<file path="config.mk">
export PLATFORM = sky130hd
export DESIGN_NAME = bfs_mul
export DESIGN_NICKNAME = d
export VERILOG_FILES = /design/src/hw/rtl/bfs_pkg.sv /design/src/hw/rtl/bfs_mul.sv
export SDC_FILE = /design/constraint.sdc
export NUM_CORES = 2
export LEC_CHECK = 0
export ABC_AREA = 1
export BUFFER_PORTS_ARGS = -buffer_cell sky130_fd_sc_hd__buf_2
export CAP_MARGIN = 20
export CELL_PAD_IN_SITES_DETAIL_PLACEMENT = 1
export CELL_PAD_IN_SITES_GLOBAL_PLACEMENT = 1
export CORE_ASPECT_RATIO = 0.8
export CORE_MARGIN = 10
export CORE_UTILIZATION = 49
export DETAILED_ROUTE_END_ITERATION = 7
export HOLD_SLACK_MARGIN = 0.15
export PLACE_DENSITY = 0.88
export SLEW_MARGIN = 20
export SYNTH_ARGS = -nofsm -noshare
export SYNTH_HDL_FRONTEND = slang
export SYNTH_SLANG_ARGS = --single-unit
</file>
<file path="constraint.sdc">
create_clock -name i_clk -period 8.6 [get_ports i_clk]
set_clock_uncertainty 0.15 [all_clocks]
set_input_delay 0.43 -clock i_clk [delete_from_list [all_inputs] [get_ports i_clk]]
set_output_delay 0.43 -clock i_clk [all_outputs]
set_load 0.02 [all_outputs]
</file>
<file path="src/hw/rtl/bfs_pkg.sv">
// ----------------------------------------------------------------------------
// bfs_pkg
// Shared types, constants and helpers of the boid flock steering block.
// ----------------------------------------------------------------------------
package bfs_pkg;

    localparam int FRAC_BITS = 16;
    localparam int ONE       = 1 << FRAC_BITS;
    localparam int DW        = 32;                  // item field width
    localparam int CW        = 31;                  // config register width
    localparam int CFG_IDX_W = 3;
    localparam int VW        = 48;                  // working vector width
    localparam int CNTW      = 9;
    localparam int UW        = FRAC_BITS + 3;       // signed unit component
    localparam int QB        = FRAC_BITS + 2;       // quotient bits
    localparam int NW        = 30;                  // normalized magnitude bits
    localparam int SQW       = 2 * NW + 2;          // sum of squares width
    localparam int RW        = NW + 1;              // square root width
    localparam int NUMW      = NW + FRAC_BITS + 1;  // dividend width
    localparam int STW       = 5;                   // step counter width

    localparam logic [CNTW-1:0] COUNT_LIMIT = '1;

    typedef logic signed [DW-1:0] t_dw;
    typedef logic signed [VW-1:0] t_vw;
    typedef logic signed [UW-1:0] t_uw;

    localparam t_vw TENTH = VW'((ONE + 5) / 10);
    localparam t_uw ONE_U = UW'(ONE);
    localparam t_dw X_HI  = DW'(80 * ONE);
    localparam t_dw X_LO  = DW'(-80 * ONE);
    localparam t_dw Y_HI  = DW'(30 * ONE);
    localparam t_dw Y_LO  = DW'(15 * ONE);
    localparam t_dw Z_HI  = DW'(110 * ONE);
    localparam t_dw Z_LO  = DW'(10 * ONE);

    typedef enum logic [CFG_IDX_W-1:0] {
        CFG_RADIUS, CFG_CRUISE, CFG_DIVE, CFG_ALIGN_W,
        CFG_COHES_W, CFG_SEPAR_W, CFG_CORR_W, CFG_SEEK_W
    } t_cfg_idx;

    typedef enum logic [3:0] {
        S_IDLE, S_NB_CHK, S_NB_MUL, S_NB_ACC, S_NB_END,
        S_COH_MUL, S_COH_ACC, S_UNIT, S_UWAIT,
        S_SEEK_MUL, S_SEEK_ACC, S_CUR_MUL, S_CUR_ACC,
        S_SPD_MUL, S_SPD_ACC, S_OUT
    } t_state;

    typedef enum logic [2:0] {
        PH_COH, PH_ALI, PH_SEP, PH_TGT, PH_STEER, PH_CUR, PH_FINAL
    } t_phase;

    typedef enum logic [2:0] {
        UV_IDLE, UV_NORM, UV_SQ, UV_SQRT, UV_DLOAD, UV_DIV, UV_DONE
    } t_uv_state;

    typedef struct packed {
        logic busy;
        logic done;
    } t_uv_stat;

    function automatic logic [VW-1:0] mag_vw(input t_vw v);
        return v[VW-1] ? (~v + 1'b1) : v;
    endfunction

endpackage

</file>
<file path="src/hw/rtl/bfs_mul.sv">
// ----------------------------------------------------------------------------
// bfs_mul
// Shared unsigned 32x32 multiplier with registered product.
// ----------------------------------------------------------------------------
module bfs_mul (
    input  logic                         i_clk,
    input  logic [bfs_pkg::DW-1:0]       i_a,
    input  logic [bfs_pkg::DW-1:0]       i_b,
    output logic [2*bfs_pkg::DW-1:0]     o_prod
);
    import bfs_pkg::*;

    logic [2*DW-1:0] r_prod;

    always_ff @(posedge i_clk) begin
        r_prod <= (2*DW)'(i_a) * (2*DW)'(i_b);
    end

    assign o_prod = r_prod;

endmodule

</file>
# After elaboration in Yosys (flattened, before gate mapping)

Cells that the tools add are included.

Flip-flop bits (word level): 64
Word-level logic and storage cells: 2
Output and inout port bits: 64
Bits of input ports: 65

Multipliers: 1

Operators by type and width:

| cell                                           | number |
|---|---|
| 32-bit by 32-bit multiplier with 64-bit output | 1 |

# Logic depth before layout (Yosys ltp)

Depth in word-level cells: 1
Mapped depth: 30
Gate-level depth less buffers: 29

# Least setup slack after synthesis

No wires, ideal clock.

Path kind: input-to-reg
Start: input port i_a[25] (netlist bit)
End: register r_prod[60] (netlist: o_prod[60])
Path buffers: 1
Arrival: 6132 ps
Library setup time: 112 ps
Setup slack: 2206 ps
Stages: 26
Cells stage by stage: clkbuf_1 nand2_1 fa_1 inv_1 fa_1 inv_1 fa_1 inv_1 fa_1 fa_1 fa_1 fa_1 inv_1 fa_1 inv_1 ha_1 nand2_1 nand2_1 a21oi_1 nand2_1 nand2_1 nand2_1 a21oi_1 nand2_1 nand2_1 nand2_1

Word-level cells in the longest chain between the ends: 1

RTL lines:

| element                                        | line          | RTL |
|---|---|---|
| start: declaration                             | bfs_mul.sv:7  | `input logic [bfs_pkg::DW-1:0] i_a,` |
| 32-bit by 32-bit multiplier with 64-bit output | bfs_mul.sv:16 | `r_prod <= (2*DW)'(i_a) * (2*DW)'(i_b);` |
| end signal: assignment                         | bfs_mul.sv:16 |  |
| end: declaration                               | bfs_mul.sv:13 | `logic [2*DW-1:0] r_prod;` |

Every way passes these cells.

# Worst setup path after layout

Start: input port i_b[8] (netlist bit)
End: register r_prod[60] (netlist: o_prod[60])

Word-level cells in the longest chain between the ends: 1

RTL lines:

| element                                        | line          | RTL |
|---|---|---|
| start: declaration                             | bfs_mul.sv:8  | `input logic [bfs_pkg::DW-1:0] i_b,` |
| 32-bit by 32-bit multiplier with 64-bit output | bfs_mul.sv:16 |  |

Every way passes these cells.

==> impl_metrics.ini <==
[status]
status = completed

[drt]
dr.pass1.iters = 5
ant_nets = 0
drt_iter0_markers = 2112
via_per_inst = 5.25
drc = 0
wl_per_cell_um = 21.7
vias = 31606
wl_mm = 131

[setup_path]
crit_path_end_kind = register
crit_arrival_ns = 7.52
cp_max_fo = 32
worstPathRequired_ns = 8.68
cp-start-kind = input port
path_class = in -> reg

[placed_design]
post-dp-hpwl_mm = 111
dp_cells = 5994
gp_congestion = 0.931
numPortBuffers = 128

[timing]
finalHoldViolations = 0
maxSlewViolCount = 0
rsz0062_at_grt = false
finalSetupTns_ns = 0
min_period_ns = 7.44
fin_hold_ws_ns = 0.544
fin_crit_sh_pct = 86.5
maxSlewHeadroom_pct = 32.3
setup_violations = 0
worstMarginPinSlew_ns = 1.02
max_freq_mhz = 134

[min_path]
hp-start = i_b[0]
min_path_cells = 3
worst_hold_path_type = in -> reg
min_to = o_prod[0]

[synth]
syn_avg_cell_area_um2 = 7.45
async_reset_ff_share_pct = 0
synth_area_leaders = fa_1 (48%), inv_1 (17%), nand2_1 (16%)
syn_nets = 6247
syn_inst = 5023
synth_top_area_share_pct = 48.0
synthFlopType = dfxtp_1
synth-seq-cells = 64
ys_seq_area_share_pct = 3.43
synth_cell_types = 23
synth_area_um2 = 37400
synth_edf_count = 0
yosys.area.top_type = fa_1
yosys_warnings = 0

[grt]
grt_pass1_vias = 37283
grt_start_max_net_pins = 33
grt.overflow.total = 0
antenna_found_initial = 5
grt.total_usage_pct = 30.4
grt_pass1_wl_mm = 207

[cts]
post-cts-setup-buffer-count = 0
clockBufferDepth = 2
cts_buffers = 9
cts_resized = 0
cts_hold_buf = 0
htreeDepth = 3
clockRootBuffer = clkbuf_16
clk_pin_slew_worst_paths_ns = 0.06
cts_tree = built
cts_sinks = 64

[floorplanning]
ios = 129
core.rowCount = 90
die_h_um = 267
die-area_um2 = 87800
core_area_um2 = 75600
initial_core_util_pct = 49.5
die_x_um = 329

[layout]
stdcell_count = 6015
largest_register_ffs = 64
area_growth_pct = 4.40
drive_above_1_share_pct = 4.62
nNetsFinal = 6217

[flow_run]
maxCapViolCount = 0
[cell usage after synthesis, types with 2 or more instances]
cell type     n
a21oi_1      43
clkbuf_1    192
dfxtp_1      64
fa_1        896
ha_1        263
inv_1      1723
inv_2        12
nand2_1    1566
nand2_2      15
nand3_1      56
nand3_2       9
nand4_1      16
nor2_1       81
nor2_2       14
nor2_4        6
nor3_1       11
nor3_2        6
o21ai_0       2
o21bai_1     11
xnor2_1       2
xor2_1       33
[worst max-delay path, cell delays in order]
cell	delay (ns)
buf_2	0.68
nand2_1	0.18
fa_1	0.60
inv_1	0.07
fa_1	0.54
inv_1	0.07
fa_1	0.55
inv_1	0.06
fa_1	0.49
fa_1	0.61
fa_1	0.48
fa_1	0.54
inv_1	0.06
fa_1	0.51
inv_1	0.05
ha_1	0.36
nand2_1	0.09
nand2_1	0.10
a21oi_1	0.30
nand2_1	0.16
nand2_1	0.09
nand2_1	0.08
a21oi_1	0.17
nand2_1	0.07
nand2_1	0.06
nand2_1	0.05
[layout make-up]
class / count / area (um^2)
Antenna cell: 5 / 12.5
Clock buffer: 9 / 225
Clock inverter: 7 / 47.5
Fill cell: 9764 / 36500
Inverter: 1735 / 6510
Multi-Input combinational cell: 3032 / 28900
Sequential cell: 64 / 1280
Tap cell: 1012 / 1270
Timing Repair Buffer: 151 / 813
[kinds of logic (layout without fill, tap and decap cells)]
group | Yosys count | in the layout | share of synthesized area (%)
fa+ha+maj | 1159 | 1159 | 56.8
other cells | 0 | 5 | 0
flops | 64 | 64 | 3.43
buf+inv | 1927 | 1902 | 19.3
simple gates | 1781 | 1781 | 18.8
xor+xnor | 35 | 35 | 0.820
compound gates | 57 | 57 | 0.853
[worst max path at each step]
stage                             to    start  cells after the start  slack [ns]
after detailed placement  o_prod[60]   i_b[8]                     26        0.87
after global placement    o_prod[60]  i_a[23]                     27        1.14
after CTS                 o_prod[60]   i_b[8]                     26        1.22
final                     o_prod[60]   i_b[8]                     26        1.16
after floorplan           o_prod[60]  i_a[25]                     26        2.21
after global routing      o_prod[50]   i_b[8]                     25        0.85
[through the flow]
step | area, um^2 | util, % | worst slack, ns
2_1_floorplan | 37400 | - | 2.21
3_3_place_gp | 38800 | 51.3 | 1.14
3_5_place_dp | 38800 | 51.3 | 0.871
4_1_cts | 39000 | 51.7 | 1.22
5_1_grt | 39000 | 51.7 | 0.848
6_report | 39000 | 51.7 | 1.16
[cells in the final DEF, fill, tap and decap left out, types with 2 or more instances in the layout]
cell type	count
xnor2_1	2
a21oi_1	43
buf_2	128
diode_2	5
nand3_2	9
xor2_1	33
nor2_1	81
nor3_1	11
clkinvlp_4	2
nor2_4	6
buf_4	23
nand3_1	56
nor2_2	14
nand2_1	1566
inv_2	12
nor3_2	6
o21bai_1	11
fa_1	896
clkbuf_16	9
ha_1	263
inv_1	1723
clkinv_2	3
nand4_1	16
dfxtp_1	64
o21ai_0	2
nand2_2	15
[metal layers]
metal	global-route usage (%)	vias to the layer above	part of all wire [%]
li1	-	13561	-
met4	14.1	2	5.2
met3	4.71	487	7.0
met5	0	-	0.011
met2	53.8	1450	51
met1	36.1	16106	37
Power is not shown: default switching activity piles up to over one toggle a cycle in this logic, so the estimate is an artifact.
