## src/hw/rtl/bfs_pkg.sv

```systemverilog
// ----------------------------------------------------------------------------
// bfs_pkg
// Shared types, constants and helpers of the boid flock steering block.
// ----------------------------------------------------------------------------
package bfs_pkg;

    localparam int FRAC_BITS = 16;
    localparam int ONE       = 1 << FRAC_BITS;
    localparam int DW        = 32;                  // item field width
    localparam int CW        = 31;                  // config register width
    localparam int CFG_IDX_W = 3;
    localparam int VW        = 48;                  // working vector width
    localparam int CNTW      = 9;
    localparam int UW        = FRAC_BITS + 3;       // signed unit component
    localparam int QB        = FRAC_BITS + 2;       // quotient bits
    localparam int NW        = 30;                  // normalized magnitude bits
    localparam int SQW       = 2 * NW + 2;          // sum of squares width
    localparam int RW        = NW + 1;              // square root width
    localparam int NUMW      = NW + FRAC_BITS + 1;  // dividend width
    localparam int STW       = 5;                   // step counter width

    localparam logic [CNTW-1:0] COUNT_LIMIT = '1;

    typedef logic signed [DW-1:0] t_dw;
    typedef logic signed [VW-1:0] t_vw;
    typedef logic signed [UW-1:0] t_uw;

    localparam t_vw TENTH = VW'((ONE + 5) / 10);
    localparam t_uw ONE_U = UW'(ONE);
    localparam t_dw X_HI  = DW'(80 * ONE);
    localparam t_dw X_LO  = DW'(-80 * ONE);
    localparam t_dw Y_HI  = DW'(30 * ONE);
    localparam t_dw Y_LO  = DW'(15 * ONE);
    localparam t_dw Z_HI  = DW'(110 * ONE);
    localparam t_dw Z_LO  = DW'(10 * ONE);

    typedef enum logic [CFG_IDX_W-1:0] {
        CFG_RADIUS, CFG_CRUISE, CFG_DIVE, CFG_ALIGN_W,
        CFG_COHES_W, CFG_SEPAR_W, CFG_CORR_W, CFG_SEEK_W
    } t_cfg_idx;

    typedef enum logic [3:0] {
        S_IDLE, S_NB_CHK, S_NB_MUL, S_NB_ACC, S_NB_END,
        S_COH_MUL, S_COH_ACC, S_UNIT, S_UWAIT,
        S_SEEK_MUL, S_SEEK_ACC, S_CUR_MUL, S_CUR_ACC,
        S_SPD_MUL, S_SPD_ACC, S_OUT
    } t_state;

    typedef enum logic [2:0] {
        PH_COH, PH_ALI, PH_SEP, PH_TGT, PH_STEER, PH_CUR, PH_FINAL
    } t_phase;

    typedef enum logic [2:0] {
        UV_IDLE, UV_NORM, UV_SQ, UV_SQRT, UV_DLOAD, UV_DIV, UV_DONE
    } t_uv_state;

    typedef struct packed {
        logic busy;
        logic done;
    } t_uv_stat;

    function automatic logic [VW-1:0] mag_vw(input t_vw v);
        return v[VW-1] ? (~v + 1'b1) : v;
    endfunction

endpackage

```

## src/hw/rtl/bfs_unitvec.sv

```systemverilog
// ----------------------------------------------------------------------------
// bfs_unitvec
// Iterative unit vector: normalize shift, sum of squares, bit-serial square
// root and restoring division per component.
// ----------------------------------------------------------------------------
module bfs_unitvec (
    input  logic              i_clk,
    input  logic              i_rst_n,
    input  logic              i_start,
    input  bfs_pkg::t_vw      i_v [3],
    output bfs_pkg::t_uw      o_u [3],
    output bfs_pkg::t_uv_stat o_stat
);
    import bfs_pkg::*;

    localparam logic [VW-1:0]  MAG_HI = VW'(1) << NW;
    localparam logic [VW-1:0]  MAG_LO = VW'(1) << (NW - 1);
    localparam logic [SQW-1:0] B_INIT = SQW'(1) << (SQW - 2);

    t_uv_state       r_state, n_state;
    logic [VW-1:0]   r_m [3];
    logic            r_neg [3];
    logic [1:0]      r_i;
    logic [STW-1:0]  r_cnt;
    logic [SQW-1:0]  r_sum, r_x, r_r, r_b;
    logic [RW-1:0]   r_rem;
    logic [QB-1:0]   r_num, r_q;
    t_uw             r_u [3];

    logic [VW-1:0]   mx;
    logic            is_zero;
    logic [2*NW-1:0] sq;
    logic [SQW-1:0]  rb;
    logic [RW-1:0]   len;
    logic [NUMW-1:0] num;
    logic [RW:0]     trial;
    logic            qbit;
    logic [QB-1:0]   q_new;

    always_comb begin
        mx = r_m[0];
        if (r_m[1] > mx) begin
            mx = r_m[1];
        end
        if (r_m[2] > mx) begin
            mx = r_m[2];
        end
    end

    assign is_zero = (i_v[0] == '0) && (i_v[1] == '0) && (i_v[2] == '0);
    assign sq      = (2*NW)'(r_m[r_i][NW-1:0]) * (2*NW)'(r_m[r_i][NW-1:0]);
    assign rb      = r_r + r_b;
    assign len     = r_r[RW-1:0];
    assign num     = NUMW'({r_m[r_i][NW-1:0], {FRAC_BITS{1'b0}}}) + NUMW'(len >> 1);
    assign trial   = {r_rem, r_num[QB-1]};
    assign qbit    = (trial >= {1'b0, len});
    assign q_new   = {r_q[QB-2:0], qbit};

    always_ff @(posedge i_clk) begin
        if (!i_rst_n) begin
            r_state <= UV_IDLE;
        end else begin
            r_state <= n_state;
        end
    end

    always_comb begin
        n_state = r_state;
        case (r_state)
            UV_IDLE: begin
                if (i_start) begin
                    n_state = is_zero ? UV_DONE : UV_NORM;
                end
            end
            UV_NORM: begin
                if (!(mx >= MAG_HI) && !(mx < MAG_LO)) begin
                    n_state = UV_SQ;
                end
            end
            UV_SQ: begin
                if (r_i == 2'd2) begin
                    n_state = UV_SQRT;
                end
            end
            UV_SQRT: begin
                if (r_cnt == '0) begin
                    n_state = UV_DLOAD;
                end
            end
            UV_DLOAD: n_state = UV_DIV;
            UV_DIV: begin
                if (r_cnt == '0) begin
                    n_state = (r_i == 2'd2) ? UV_DONE : UV_DLOAD;
                end
            end
            UV_DONE: n_state = UV_IDLE;
            default: n_state = UV_IDLE;
        endcase
    end

    always_ff @(posedge i_clk) begin
        case (r_state)
            UV_IDLE: begin
                if (i_start) begin
                    for (int i = 0; i < 3; i++) begin
                        r_m[i]   <= mag_vw(i_v[i]);
                        r_neg[i] <= i_v[i][VW-1];
                        r_u[i]   <= '0;
                    end
                end
            end
            UV_NORM: begin
                if (mx >= MAG_HI) begin
                    for (int i = 0; i < 3; i++) begin
                        r_m[i] <= r_m[i] >> 1;
                    end
                end else if (mx < MAG_LO) begin
                    for (int i = 0; i < 3; i++) begin
                        r_m[i] <= r_m[i] << 1;
                    end
                end else begin
                    r_i   <= '0;
                    r_sum <= '0;
                end
            end
            UV_SQ: begin
                r_sum <= r_sum + SQW'(sq);
                if (r_i == 2'd2) begin
                    r_i   <= '0;
                    r_x   <= r_sum + SQW'(sq);
                    r_r   <= '0;
                    r_b   <= B_INIT;
                    r_cnt <= STW'(NW);
                end else begin
                    r_i <= r_i + 2'd1;
                end
            end
            UV_SQRT: begin
                if (r_x >= rb) begin
                    r_x <= r_x - rb;
                    r_r <= (r_r >> 1) + r_b;
                end else begin
                    r_r <= r_r >> 1;
                end
                r_b   <= r_b >> 2;
                r_cnt <= r_cnt - 1'b1;
            end
            UV_DLOAD: begin
                r_rem <= RW'(num[NUMW-1:QB]);
                r_num <= num[QB-1:0];
                r_q   <= '0;
                r_cnt <= STW'(QB - 1);
            end
            UV_DIV: begin
                r_rem <= qbit ? RW'(trial - {1'b0, len}) : RW'(trial);
                r_num <= r_num << 1;
                r_q   <= q_new;
                r_cnt <= r_cnt - 1'b1;
                if (r_cnt == '0) begin
                    r_u[r_i] <= r_neg[r_i] ? -UW'(q_new) : UW'(q_new);
                    r_i      <= (r_i == 2'd2) ? 2'd0 : r_i + 2'd1;
                end
            end
            default: begin
            end
        endcase
    end

    assign o_u         = r_u;
    assign o_stat.busy = (r_state != UV_IDLE);
    assign o_stat.done = (r_state == UV_DONE);

endmodule

```

## config.mk

```make
export PLATFORM = sky130hd
export DESIGN_NAME = bfs_unitvec
export DESIGN_NICKNAME = d
export VERILOG_FILES = /design/src/hw/rtl/bfs_pkg.sv /design/src/hw/rtl/bfs_unitvec.sv
export SDC_FILE = /design/constraint.sdc
export NUM_CORES = 2
export LEC_CHECK = 0
export BUFFER_PORTS_ARGS = -buffer_cell sky130_fd_sc_hd__buf_2
export CAP_MARGIN = 0
export CORE_AREA = 2 2 364 366
export CTS_CLUSTER_DIAMETER = 200
export DETAILED_ROUTE_END_ITERATION = 16
export DIE_AREA = 0 0 366 368
export GPL_TIMING_DRIVEN = 0
export PLACE_DENSITY = 0.66
export SLEW_MARGIN = 20
export SYNTH_ARGS = -nofsm -noshare
export SYNTH_HDL_FRONTEND = slang
export SYNTH_SLANG_ARGS = --single-unit
```

## constraint.sdc

```tcl
create_clock -name i_clk -period 15.2 [get_ports i_clk]
set_clock_uncertainty 0.2 [all_clocks]
set_input_delay 2.28 -clock i_clk [delete_from_list [all_inputs] [get_ports i_clk]]
set_output_delay 2.28 -clock i_clk [all_outputs]
set_load 0.05 [all_outputs]
```

# Word level (Yosys, flattened, before mapping)
# Memory sizes are Yosys's and may differ from the RTL's. A register that Yosys moved wholly into a read port is not among the register bits.
# Cells that the tools add are included.
[classes]
add_sub_neg = 12
multipliers = 1
n_lt_le_gt_ge = 8
eq_ne = 15
muxes = 60
n_bitwise = 10
n_reduce_logical = 26
[ops]
columns = ["op", "count"]
rows = [
  ["$mux 48", 11],
  ["$pmux 62 s2", 4],
  ["$mux 62", 7],
  ["$add 48x1->48 const B", 3],
  ["$logic_not 48->1", 3],
  ["$not 48->48", 3],
  ["$mux 57", 2],
  ["$pmux 57 s2", 1],
  ["$gt 48x48->1", 2],
  ["$add 61x62->62", 1],
  ["$add 62x60->62", 1],
  ["$add 62x62->62", 1],
  ["$ge 62x62->1", 1],
  ["$pmux 31 s2", 1],
  ["$sub 62x62->62", 1],
  ["$mul 30x30->60", 1],
  ["$bwmux 57", 1],
  ["$ge 48x31->1 const B", 1],
  ["$lt 48x30->1 const B", 1],
  ["$add 46x30->47", 1],
  ["$demux 19 s2", 1],
  ["$mux 19", 2],
  ["$pmux 18 s2", 1],
  ["$pmux 17 s2", 1],
  ["other kinds (33)", 80],
]
[word_totals]
reg_bits = 381
ram_bits = 147
output_inout_bits = 59
n_memories = 2
[memory_table]
columns = ["memory", "depth", "width", "rd", "rd_ports_with_merged_regs", "wr", "line_no", "rtl"]
rows = [
  ["r_m", 3, 48, 4, 1, 3, "bfs_unitvec.sv:21", "logic [VW-1:0] r_m [3];"],
  ["r_neg", 3, 1, 1, 1, 3, "bfs_unitvec.sv:22", "logic r_neg [3];"],
]

# Depth between registers and ports, before layout
# An unclocked memory read counts as a cell.
[logic_depth]
depth_word = 11
depth_mapped = 39

# Worst setup path before layout
# OpenSTA, ideal clock, no wires.
[synth_timing]
path_type = "reg2reg"
start = "reg r_state[2]"
end = "reg r_x[0], enable pin"
setup_ps = 576
arrival_time_ps = 12372
t_required_ps = 14424
setup_slack_ps = 2052
path_stages_with_launch = 6
n_path_buf = 1
cell_sequence = "dfxtp_1 buf_2 nor2_1 nand2_1 o21ai_0 a21boi_0"
[synth_between]
elab_chain_cells = 3
[synth_lines]
columns = ["item", "line_no", "rtl"]
rows = [
  ["from (decl)", "bfs_unitvec.sv:20", "t_uv_state r_state, n_state;"],
  ["from (signal assigned)", "bfs_unitvec.sv:63", "r_state <= n_state;"],
  ["$eq 3x2->1", "bfs_unitvec.sv:102", "case (r_state)"],
  ["$ne 2x2->1 (no line) or $reduce_bool 2->1 (tied branches)", "n/a", ""],
  ["$reduce_and 3->1 (no line) (*)", "n/a", ""],
  ["to (signal assigned)", "bfs_unitvec.sv:130", "r_x <= r_sum + SQW'(sq);"],
  ["to (signal assigned)", "bfs_unitvec.sv:140", "r_x <= r_x - rb;"],
  ["to (decl)", "bfs_unitvec.sv:25", "logic [SQW-1:0] r_sum, r_x, r_r, r_b;"],
]
# Every way passes the cells marked *; elsewhere a longest branch is shown, timed or not.
# A chain may end at the register's enable or synchronous reset.

==> flow_metrics.tcl <==
set metrics [dict create \
    status "finished clean" \
    end_kind "register" \
    ys_seq_area_share_pct 23.0 \
    gp_congestion 1.01 \
    multiInputGateArea_sq_um 44500 \
    cts_setup_buffers 0 \
    cts_max_path_buffers 3 \
    ant_nets 0 \
    netlist-cell-type-count 87 \
    hold_buffers 0 \
    num_rows 133 \
    hold_viol_final 0 \
    finalSetupViolations 0 \
    drive_gt1_share_pct 5.52 \
    grt_pass1_wl_microns 332000 \
    port_buffers 205 \
    hp-start "r_num[12]" \
    slew_violations 0 \
    wl_per_cell_microns 23.6 \
    pin_count 206 \
    cp.required_ps 15370 \
    finalWirelength_microns 222000 \
    grt.total_usage_pct 32.4 \
    crit_path_max_fanout 10 \
    die-area_sq_um 135000 \
    core_area_sq_um 131000 \
    tritoncts "built" \
    fillCellCount 12300 \
    relSlewSlack_pct 9.61 \
    cts-root-buf "clkbuf_16" \
    utilization_pct 54.1 \
    critPathKind "reg -> reg" \
    dpl.hpwl_microns 181000 \
    gr-total-overflow 0 \
    avgViaCountPerCell 5.96 \
    die_w_microns 366 \
    synth_fp_nets 8708 \
    synthFlopType "edfxtp_1" \
    max_freq_ghz 0.0734 \
    use_met3_pct 6.72 \
    critPathSlowestCell "buf_1" \
    hold_class "reg -> reg" \
    grt_busiest_layer "met2" \
    max_cap_viol_count 0 \
    synth.cell_area_sq_um 64900 \
    initial_core_util_pct 49.6 \
    timing.final.crit_share_pct 89.6 \
    first_iter_violations 5885 \
    cts_buffers 60 \
    seq_area_sq_um 14900 \
    area_growth_pct 9.16 \
    die_y_microns 368 \
    async_reset_ff_share_pct 0 \
    grt_max_degree 55 \
    yosysWarnings 0 \
    clock_sinks 499 \
    synth.avg_cell_area_sq_um 8.90 \
    start_kind "register" \
    clk_pin_slew_ps 70 \
    synth_edf_count 494 \
    antenna_found_initial 10 \
    slowest_delay_ps 1040 \
    synthCells 7289 \
    ys_ff_latch 499 \
    clkLatencyLatePin_ps 680 \
    grt_pass1_vias 54900 \
    cts_resized 0 \
    rsz0062_at_grt "false" \
    htree_levels 2 \
    tightest_slew_ps 1360 \
    met1_usage_pct 45.0 \
    period_minus_slack_ps 13620 \
    drt_pass1_iterations 8 \
    use_met2_pct 50.0 \
    drc 0 \
    fin_nets 8995 \
    crit_top_cell "fa_1" \
    worstPathArrival_ps 13790 \
    vias 55900 \
]
cell families (layout without fill, tap and decap cells):
group,after synthesis,in the layout,synth area share [%]
multiplexers,80,80,1.24
flip-flops,499,499,23.0
XOR/XNOR,413,413,5.58
buffers and inverters,1465,1800,8.50
AO/OA/AOI/OAI,1547,1547,14.6
other,0,2,0
adder cells (fa/ha/maj),1272,1272,33.3
AND/OR/NAND/NOR,2013,2013,13.7
routing by layer:
metal / wire length, microns / part of all wire (%)
met5: 34 / 0.015
met2: 97700 / 44
met3: 23500 / 11
met1: 91200 / 41
met4: 9360 / 4.2
placed cells by master, fill, tap and decap left out, drive strengths merged, types with 199 or more instances in the layout:
cell type / netlist / final
fa: 755 / 755
edfxtp: 494 / 494
xor2: 214 / 214
xnor2: 199 / 199
a21oi: 452 / 452
o21ai: 453 / 453
clkbuf: 257 / 322
nor2: 676 / 676
nand2: 786 / 786
buf: 45 / 270
ha: 517 / 517
inv: 1153 / 1156
cell type report:
cell class	count	area share (%)
Multi-Input combinational cell	5325	62.8
Sequential cell	499	21.1
Inverter	1163	6.17
Tap cell	1755	3.10
Clock buffer	65	2.15
Timing Repair Buffer	225	2.05
Buffer	302	1.65
Clock inverter	45	0.940
Antenna cell	2	0.00707
registers in the layout, summed over array words and instances, names as in the netlist, named ones only:
register / flops
r_cnt: 5
r_m: 144
r_num: 18
o_u: 57
r_i: 2
r_neg: 3
r_q: 17
r_state: 3
r_b: 31
r_sum: 62
r_r: 62
r_x: 62
r_rem: 31
synth_stat cells (59+ instances only):
cell type	count	area share, %
a31oi_1	73	0.70
o31ai_1	59	0.68
xor2_1	214	2.9
nor2_1	676	3.9
fa_1	755	23
ha_1	517	10
nor3_1	65	0.50
mux2i_1	75	1.2
nand4_1	75	0.72
o21ai_0	441	3.4
and2_1	66	0.64
a21o_1	117	1.4
inv_1	1152	6.7
clkbuf_1	257	1.5
nand2_1	786	4.5
a211oi_1	86	1.0
a21oi_1	451	3.5
edfxtp_1	494	23
nand3_1	70	0.54
xnor2_1	199	2.7
stage by stage:
stage	cell area (sq um)	TNS (ps)	setup WS, ps	hold slack, ps	instances
after global routing	70800	0	1320	347	9380
after global placement	68100	-366650	-4880	299	9249
after floorplan	64900	0	2050	284	7289
after detailed placement	68600	0	1930	312	9269
final	70800	0	1580	324	9381
after CTS	70800	0	1860	325	9379
critical path, delay by kind of cell (launching register included):
| kind | cells | cell delay, ps |
|---|---|---|
| and+or+nand+nor | 1 | 200 |
| DFF | 1 | 390 |
| adders and majority gates | 9 | 4550 |
| AOI/OAI and AO/OA | 11 | 3050 |
| muxes | 1 | 240 |
| buffers and inverters | 13 | 4280 |
| xor gates and xnor gates | 1 | 360 |
path summary, 6_finish.rpt:
| kind | endpoint | slack [ps] | depth (start not counted) |
|---|---|---|---|
| worst max-delay path | r_x[59] | 1580 | 36 |
| worst min-delay path | r_num[13] | 320 | 2 |
| worst max register to register | r_x[59] | 1580 | 36 |
| worst min register to register | r_num[13] | 320 | 2 |
Power is left out: the tool's default activity adds up to more than one toggle a clock period on the data nets, which glitch-free logic cannot reach.
